--- config.mk ---
export PLATFORM = sky130hd
export DESIGN_NAME = png_chunk_animation_detector
export DESIGN_NICKNAME = d
export VERILOG_FILES = /design/src/sv/pngad_pkg.sv /design/src/sv/pngad_walker.sv /design/src/sv/png_chunk_animation_detector.sv
export SDC_FILE = /design/constraint.sdc
export NUM_CORES = 1
export LEC_CHECK = 0
export ABC_AREA = 1
export BUFFER_PORTS_ARGS = -buffer_cell sky130_fd_sc_hd__buf_2
export CORE_ASPECT_RATIO = 0.5
export CORE_MARGIN = 5
export CORE_UTILIZATION = 64
export CTS_CLUSTER_DIAMETER = 50
export DETAILED_ROUTE_END_ITERATION = 10
export GPL_ROUTABILITY_DRIVEN = 0
export PLACE_DENSITY = 0.77
export SLEW_MARGIN = 20
export SYNTH_ARGS = -nofsm -noshare
export SYNTH_HDL_FRONTEND = slang
export SYNTH_HIERARCHICAL = 1
export SYNTH_SLANG_ARGS = --single-unit
--- constraint.sdc ---
create_clock -name clk -period 3.24 [get_ports clk]
set_clock_uncertainty 0.1 [all_clocks]
set_input_delay 0.324 -clock clk [delete_from_list [all_inputs] [get_ports clk]]
set_output_delay 0.324 -clock clk [all_outputs]
set_load 0.005 [all_outputs]
--- src/sv/pngad_pkg.sv ---
// Shared types and constants for the PNG chunk walker with animation detection.
// Used by pngad_walker and png_chunk_animation_detector; depends on nothing else.
package pngad_pkg;

    localparam int DataW     = 8;
    localparam int VerdictW  = 2;
    localparam int PhaseW    = 3;
    localparam int IndexW    = 3;
    localparam int WordW     = 32;
    localparam int SkipW     = 33;

    // Walker phases.
    localparam logic [PhaseW-1:0] PH_SIG  = 3'd0;
    localparam logic [PhaseW-1:0] PH_LEN  = 3'd1;
    localparam logic [PhaseW-1:0] PH_TYPE = 3'd2;
    localparam logic [PhaseW-1:0] PH_SKIP = 3'd3;
    localparam logic [PhaseW-1:0] PH_DONE = 3'd4;

    // Verdict codes.
    localparam logic [VerdictW-1:0] VERDICT_NONE     = 2'd0;
    localparam logic [VerdictW-1:0] VERDICT_ANIMATED = 2'd1;
    localparam logic [VerdictW-1:0] VERDICT_STILL    = 2'd2;

    // Chunk type codes, first byte in the top octet.
    localparam logic [WordW-1:0] TYPE_ACTL = 32'h6163_544C;
    localparam logic [WordW-1:0] TYPE_IDAT = 32'h4944_4154;

    localparam logic [IndexW-1:0] FIELD_BYTES = 3'd4;
    localparam logic [SkipW-1:0]  CRC_BYTES   = 33'd4;

    typedef struct packed {
        logic [DataW-1:0] data_byte;
        logic             file_start;
    } pngad_item_t;

endpackage

--- src/sv/pngad_walker.sv ---
// Chunk walker state and its next-state logic for one byte per cycle in which step is high.
// Depends on pngad_pkg for phase codes, chunk type codes and the item type.
module pngad_walker
(
    input  logic                                   clk,
    input  logic                                   rst_n,
    input  logic                                   step,
    input  pngad_pkg::pngad_item_t                 item,
    output logic [pngad_pkg::VerdictW-1:0]         verdict_next
);
    import pngad_pkg::*;

    logic [PhaseW-1:0]   phase_reg,  phase_next;
    logic [IndexW-1:0]   index_reg,  index_next;
    logic [WordW-1:0]    length_reg, length_next;
    logic [WordW-1:0]    type_reg,   type_next;
    logic [SkipW-1:0]    skip_reg,   skip_next;
    logic [VerdictW-1:0] held_reg;

    logic [PhaseW-1:0]   cur_phase;
    logic [IndexW-1:0]   cur_index;
    logic [VerdictW-1:0] cur_verdict;
    logic [IndexW-1:0]   index_inc;
    logic [WordW-1:0]    type_shifted;
    logic [SkipW-1:0]    skip_dec;

    // A file start byte sees the reset state. Length and type are fully
    // rewritten before they are used, so only these three need the override.
    assign cur_phase    = item.file_start ? PH_SIG : phase_reg;
    assign cur_index    = item.file_start ? '0 : index_reg;
    assign cur_verdict  = item.file_start ? VERDICT_NONE : held_reg;
    assign index_inc    = cur_index + 1'b1;
    assign type_shifted = {type_reg[WordW-DataW-1:0], item.data_byte};
    assign skip_dec     = (skip_reg != '0) ? skip_reg - 1'b1 : skip_reg;

    always_comb
    begin
        phase_next   = cur_phase;
        index_next   = cur_index;
        length_next  = length_reg;
        type_next    = type_reg;
        skip_next    = skip_reg;
        verdict_next = cur_verdict;
        unique case (cur_phase)
            PH_SIG:
            begin
                index_next = index_inc;
                if (index_inc == '0)
                begin
                    phase_next  = PH_LEN;
                    length_next = '0;
                end
            end
            PH_LEN:
            begin
                length_next = {length_reg[WordW-DataW-1:0], item.data_byte};
                index_next  = index_inc;
                if (index_inc >= FIELD_BYTES)
                begin
                    index_next = '0;
                    type_next  = '0;
                    phase_next = PH_TYPE;
                end
            end
            PH_TYPE:
            begin
                type_next  = type_shifted;
                index_next = index_inc;
                if (index_inc >= FIELD_BYTES)
                begin
                    index_next = '0;
                    if (type_shifted == TYPE_ACTL)
                    begin
                        verdict_next = VERDICT_ANIMATED;
                        phase_next   = PH_DONE;
                    end
                    else if (type_shifted == TYPE_IDAT)
                    begin
                        verdict_next = VERDICT_STILL;
                        phase_next   = PH_DONE;
                    end
                    else
                    begin
                        skip_next  = {1'b0, length_reg} + CRC_BYTES;
                        phase_next = PH_SKIP;
                    end
                end
            end
            PH_SKIP:
            begin
                skip_next = skip_dec;
                if (skip_dec == '0)
                begin
                    length_next = '0;
                    index_next  = '0;
                    phase_next  = PH_LEN;
                end
            end
            default:
            begin
                phase_next = PH_DONE;
            end
        endcase
    end

    always_ff @(posedge clk or negedge rst_n)
    begin
        if (!rst_n)
        begin
            phase_reg  <= PH_SIG;
            index_reg  <= '0;
            length_reg <= '0;
            type_reg   <= '0;
            skip_reg   <= '0;
            held_reg   <= VERDICT_NONE;
        end
        else if (step)
        begin
            phase_reg  <= phase_next;
            index_reg  <= index_next;
            length_reg <= length_next;
            type_reg   <= type_next;
            skip_reg   <= skip_next;
            held_reg   <= verdict_next;
        end
    end

`ifndef NO_ASSERTIONS
    a_done_iff_decided: assert property (@(posedge clk) disable iff (!rst_n)
        (phase_reg == PH_DONE) == (held_reg != VERDICT_NONE))
        else $error("walker phase and held verdict disagree");

    a_skip_nonzero: assert property (@(posedge clk) disable iff (!rst_n)
        (phase_reg == PH_SKIP) |-> (skip_reg != '0))
        else $error("skip phase with nothing left to skip");

    a_field_index: assert property (@(posedge clk) disable iff (!rst_n)
        (phase_reg == PH_LEN || phase_reg == PH_TYPE) |-> (index_reg < FIELD_BYTES))
        else $error("byte index beyond a four-byte field");

    a_verdict_sticky: assert property (@(posedge clk) disable iff (!rst_n)
        (step && !item.file_start && held_reg != VERDICT_NONE) |=> $stable(held_reg))
        else $error("verdict changed without a file start");
`endif

endmodule

--- src/sv/png_chunk_animation_detector.sv ---
// Top level of the PNG chunk walker: input register, walker, output register.
// Depends on pngad_pkg and pngad_walker.
//
// Usage: the block takes one PNG file byte per input transfer on data_byte,
// with file_start high on the first byte of each file, which restarts the
// walk. Each input transfer gives exactly one output transfer carrying
// verdict: 0 while undecided, 1 once an acTL chunk type has been seen, 2 once
// IDAT has been seen first. The verdict is reported on the last type byte of
// the deciding chunk and then holds until the next file start.
// Both channels use valid and stall; a transfer takes place on a clock edge
// with valid high and stall low.
// A byte taken is held in the input register, walked from there, and its verdict
// is offered from the output register. Throughput is one byte per cycle while the
// receiver does not stall, set by the walker update between the input and
// output registers. When the receiver stalls, the output register holds its
// verdict and one further byte waits in the input register; in_stall rises
// only once both are full. Reset empties both registers and puts the walker
// in the signature phase, as if a file began at reset.
module png_chunk_animation_detector
(
    input  logic                            clk,
    input  logic                            rst_n,
    input  logic                            in_valid,
    output logic                            in_stall,
    input  logic [pngad_pkg::DataW-1:0]     data_byte,
    input  logic                            file_start,
    output logic                            out_valid,
    input  logic                            out_stall,
    output logic [pngad_pkg::VerdictW-1:0]  verdict
);
    import pngad_pkg::*;

    logic                in_valid_reg;
    pngad_item_t         item_reg;
    logic                out_valid_reg;
    logic [VerdictW-1:0] verdict_reg;
    logic [VerdictW-1:0] verdict_next;
    logic                advance;
    logic                in_take;
    logic                step;

    assign advance  = !out_valid_reg || !out_stall;
    assign in_stall = in_valid_reg && !advance;
    assign in_take  = in_valid && !in_stall;
    assign step     = in_valid_reg && advance;

    always_ff @(posedge clk or negedge rst_n)
    begin
        if (!rst_n)
        begin
            in_valid_reg  <= 1'b0;
            out_valid_reg <= 1'b0;
        end
        else
        begin
            if (advance || !in_valid_reg)
            begin
                in_valid_reg <= in_take;
            end
            if (advance)
            begin
                out_valid_reg <= in_valid_reg;
            end
        end
    end

    always_ff @(posedge clk)
    begin
        if (in_take)
        begin
            item_reg.data_byte  <= data_byte;
            item_reg.file_start <= file_start;
        end
        if (step)
        begin
            verdict_reg <= verdict_next;
        end
    end

    pngad_walker u_walker
    (
        .clk          (clk),
        .rst_n        (rst_n),
        .step         (step),
        .item         (item_reg),
        .verdict_next (verdict_next)
    );

    assign out_valid = out_valid_reg;
    assign verdict   = verdict_reg;

endmodule

# == After elaboration in Yosys (flattened, before gate mapping) ==
# Cells that the tools add are included.
# word_totals
output_inout_bits,4
in_bits,13
reg_bits,110
# classes
eq_ne,11
muxes,27
order_cmp,1
add_sub_neg,3
n_reduce_logical,21
# op_table
operator,n
2-to-1 mux 33 bit,4
case mux 32 bit (3 select lines),1
case mux 33 bit (2 select lines),1
"equality test 32 x 31 -> 1 bit, second input constant",2
2-to-1 mux 32 bit,2
case mux 24 bit (2 select lines),1
"adder 32 x 3 -> 33 bit, second input constant",1
logical NOT 33 bit,1
nonzero test 33 bit,1
"subtractor 33 x 1 -> 33 bit, second input constant",1
2-to-1 mux 3 bit,10
2-to-1 mux 24 bit,1
case mux 3 bit (4 select lines),1
2-to-1 mux 2 bit,5
case mux 3 bit (3 select lines),1
"!= test 2 x 1 -> 1 bit, second input constant",4
"equality test 3 x 2 -> 1 bit, second input constant",2
logical NOT 3 bit,2
logical NOT 1 bit,5
AND reduction 5 bit,1
"!= test 2 bit, second input constant",2
AND reduction 4 bit,1
nonzero test 2 bit,2
"adder 3 x 1 -> 3 bit, second input constant",1
7 further kinds,10

# == Logic depth before layout (Yosys ltp) ==
# depth
depth_word,6
ltp_mapped,20
mapped_depth_nobuf,19

# == Cells and area by module ==
# Netlist, hierarchy kept.
# modules_own_cells
mod,area_per_inst_um2,instances,cells_per_inst,seq_area_each_um2
pngad_walker,6757.7,1,1025,2427.3
png_chunk_animation_detector,425.4,1,23,380.4

# == Worst setup path after synthesis ==
# Ideal clock, no wire load.
# synth_timing
path_kind,register to register
from,register u_walker.skip_reg[0]
to,register u_walker.length_reg[20]
required_ns,3.023
stages_incl_launch_ff,18
setup_slack_ns,0.903
arrival_time_ns,2.120
cell_sequence,dfrtp_1 inv_1 ha_1 nand2_1 nor2_2 nand2_1 xor2_1 nand2_1 nand2_1 nor2_1 nand2_1 nor2_1 nand2_2 nand2_4 nand2_4 buf_6 nand2_1 nand2_1
# synth_between
elab_chain_len,5
elab_cells_between_ends,6
classes_between,add/sub (1); eq/ne (1); mux (1); reduce/logical (3)
# synth_lines
element,line,text
from (decl),pngad_walker.sv:17,"logic [SkipW-1:0] skip_reg, skip_next;"
from (signal assigned),pngad_walker.sv:123,skip_reg <= skip_next;
subtractor 33 x 1 -> 33 bit / nonzero test 33 bit (equally long branches),pngad_walker.sv:34,assign skip_dec = (skip_reg != '0) ? skip_reg - 1'b1 : skip_reg;
2-to-1 mux 33 bit *,pngad_walker.sv:34,
logical NOT 33 bit *,pngad_walker.sv:92,if (skip_dec == '0)
!= test 2 x 1 -> 1 bit (no line) *,n/a,
AND reduction 4 bit (no line) *,n/a,
to (signal assigned),pngad_walker.sv:121,length_reg <= length_next;
to (decl),pngad_walker.sv:15,"logic [WordW-1:0] length_reg, length_next;"
# Every way passes the cells marked *; elsewhere a longest branch is shown, timed or not.
# A chain may end at the register's enable or synchronous reset.

# == Worst setup path in the final report ==
# layout_timing
from,register u_walker.skip_reg[0]
to,register u_walker.length_reg[21]
# Same word-level chain as after synthesis.

==> impl_metrics.tcl <==
set metrics [dict create \
    grt_max_degree 53 \
    worst_path_most_repeated_cell "nand2_1" \
    clockBufferDepth 2 \
    cp_max_fo 32 \
    cp.arrival_ps 3130 \
    grt_usage_pct 28.3 \
    placed_cell_area_um2 7390 \
    r2r_end "u_walker/length_reg[21]" \
    synth_seq_cells 110 \
    fin_crit_sh_pct 92.3 \
    slowest_stage "dfrtp_1" \
    hold_ws_ps 42.4 \
    insertedDiodeCount 0 \
    vias 6997 \
    numCtsBuffers 9 \
    drt-initial-drc-count 627 \
    finalCriticalPeriod_ps 2990 \
    core_region_area_um2 11000 \
    relSlewSlack_pct 49.3 \
    synth_seq_area_share_pct 39.1 \
    required_ps 3380 \
    hold_class "in2reg" \
    synth_top_flop_cell "dfrtp_1" \
    max_cap_violations 0 \
    drc 0 \
    viasPerCell 5.81 \
    grt_pass1_wl_um 31500 \
    start_util_pct 65.4 \
    die_w_um 160 \
    syn_inst 1048 \
    row_count 27 \
    drive_above_1_share_pct 6.79 \
    async_flop_share_pct 90.0 \
    ios 17 \
    finalSetupViolations 0 \
    synth_compound_area_share_pct 9.16 \
    dp_hpwl_um 13800 \
    routed_wl_um 18800 \
    p_leak_nw 3.50 \
    firstDrtPassIters 5 \
    synth-adder-area-share_pct 0.871 \
    r2r_setup_slack_ps 250 \
    grt_pass1_vias 6415 \
    synth-edff-count 11 \
    antenna_found_initial 0 \
    critPathLaunchType "register" \
    wl_per_cell_um 15.6 \
    ir_drop_uv 246 \
    powerDensity_nw_per_um2 356 \
    clock_sinks 110 \
    muxShareOfSynthArea_pct 0 \
    rsz0062_at_grt "false" \
    synth_xor_xnor_area_share_pct 4.15 \
    grt_overflow_total 0 \
    reg2reg_from "u_walker/skip_reg[0]" \
    cts-htree-levels 3 \
    nFillCells 914 \
    tightest_slew_ps 760 \
    fmax_ghz 0.334 \
    layout_commonest_cell "nand2_1" \
    synth_top_family_by_area "simple AND/OR/NAND/NOR gates" \
    largest_reg_flops 33 \
    status "finished clean" \
    synth_warnings 6 \
    ant_nets 0 \
    cts-root-buf "clkbuf_16" \
    numPortBuffers 16 \
    yosys.cell_types.count 36 \
    yosys.area_share.simple_pct 37.7 \
    syn_area_um2 7180 \
    fin_cells 1205 \
    syn_area_per_cell_um2 6.85 \
    syn-num-nets 1066 \
    insertion_delay_ps 350 \
    cts_tree "yes" \
    fin_nets 1073 \
    cp-endpoint "u_walker/length_reg[21]" \
    cts_setup_buffers 0 \
    path_clk_slew_ps 80 \
    layout_common_cells "nand2_1, nor2_1, inv_1, dfrtp_1" \
    r2r_cells 19 \
    die_area_um2 13600 \
    drv_slew 0 \
    fin_tns_setup_ps 0 \
    finalHoldViolations 0 \
    finalInstanceArea_um2 7750 \
    crit_chain "inv_1 -> ha_2 -> nand2_1 -> inv_1 -> nand2_1 -> inv_1 -> nand2_1 -> nand2_1 -> nand2_1 -> nand2_1 -> nand2_1 -> nor2_1 -> nand2_1 -> nor2_1 -> nand2_2 -> nand2_8 -> nand2_8 -> nand2_1 -> nand2_1" \
    criticalPathCategory "reg2reg" \
    cpPeakStageDelay_ps 420 \
    syn2layout_area_growth_pct 7.91 \
    placed_cells 1186 \
    crit_start "u_walker/skip_reg[0]" \
    fp.dieH_um 84.9 \
    end_kind "register" \
]
[synth_stat cells (all sizes together), types with 2 or more instances]
master | number | area share [%]
inv | 121 | 6.3
a21oi | 10 | 0.70
buf | 14 | 1.5
nor3 | 21 | 1.5
nand4 | 30 | 2.8
xnor2 | 4 | 0.49
nand2 | 314 | 17
nand3b | 12 | 1.3
o31ai | 4 | 0.42
nor2 | 142 | 8.0
xor2 | 30 | 3.7
o21ai | 91 | 6.3
a31oi | 3 | 0.26
ha | 5 | 0.87
o211ai | 11 | 1.1
nor4 | 13 | 1.1
clkinv | 2 | 0.10
edfxtp | 11 | 4.6
dfrtp | 99 | 34
nand3 | 86 | 6.1
clkbuf | 21 | 1.1
[repair_timing]
item                                   CTS  global route
gates resized for setup                  0             6
endpoints found under the hold margin   51             0
setup endpoints to repair                0            32
hold buffers                             1             0
[worst min-delay path by stage]
stage | depth (start not counted) | startpoint | end
floorplan | 0 | rst_n | in_valid_reg
global placement | 1 | rst_n | u_walker/skip_reg[9]
detailed placement | 1 | rst_n | u_walker/skip_reg[9]
CTS | 1 | data_byte[2] | item_reg[3]
global route | 1 | data_byte[2] | item_reg[3]
finish | 1 | data_byte[2] | item_reg[3]
[where the power goes]
part / switching [mW] / internal [mW] / total [mW]
clock network: 0.548 / 0.542 / 1.09
logic: 0.143 / 0.0603 / 0.203
registers: 0.0301 / 1.43 / 1.46
[per-layer routing]
| metal | vias to the layer above | share of wire [%] | GRT usage [%] | routed length (um) |
|---|---|---|---|---|
| li1 | 3411 | - | - | - |
| met5 | - | 0 | 0 | 0 |
| met3 | 32 | 8.3 | 4.46 | 1560 |
| met2 | 311 | 44 | 44.9 | 8330 |
| met4 | 0 | 1.6 | 7.03 | 301 |
| met1 | 3243 | 46 | 41.1 | 8650 |
[critical path: cells and delay by family, from the launching register on]
kind	cells	cell delay (ps)
AND/OR/NAND/NOR	15	1620
adder cells (fa/ha/maj)	1	290
buffers and inverters	3	450
flip-flops	1	420
[metrics by stage]
stage / util [%] / power [mW] / setup WS, ps
finish: 70.6 / 2.76 / 249
global route: 70.6 / 2.89 / 33.7
CTS: 70.0 / 2.78 / 115
detailed placement: 67.3 / 1.69 / 143
global placement: 67.3 / 1.68 / 200
floorplan: - / 1.61 / 903
[cell families (layout without fill, tap and decap cells)]
family                     Yosys count  after routing
AOI/OAI and AO/OA                  122            122
xor gates and xnor gates            34             34
adders and majority gates            5              5
buffers and inverters              158            168
DFF                                110            110
and+or+nand+nor                    619            621
[final cells by class]
type,instances,area [um^2],area share (%)
inverters,123,462,5.96
multi-input cells,782,3800,49.0
clock inverters,7,62.6,0.807
repair buffers,29,211,2.73
clock buffers,9,225,2.91
well taps,145,181,2.34
flip-flops and latches,110,2810,36.2
Note: power is estimated with default switching activity, not from simulation.
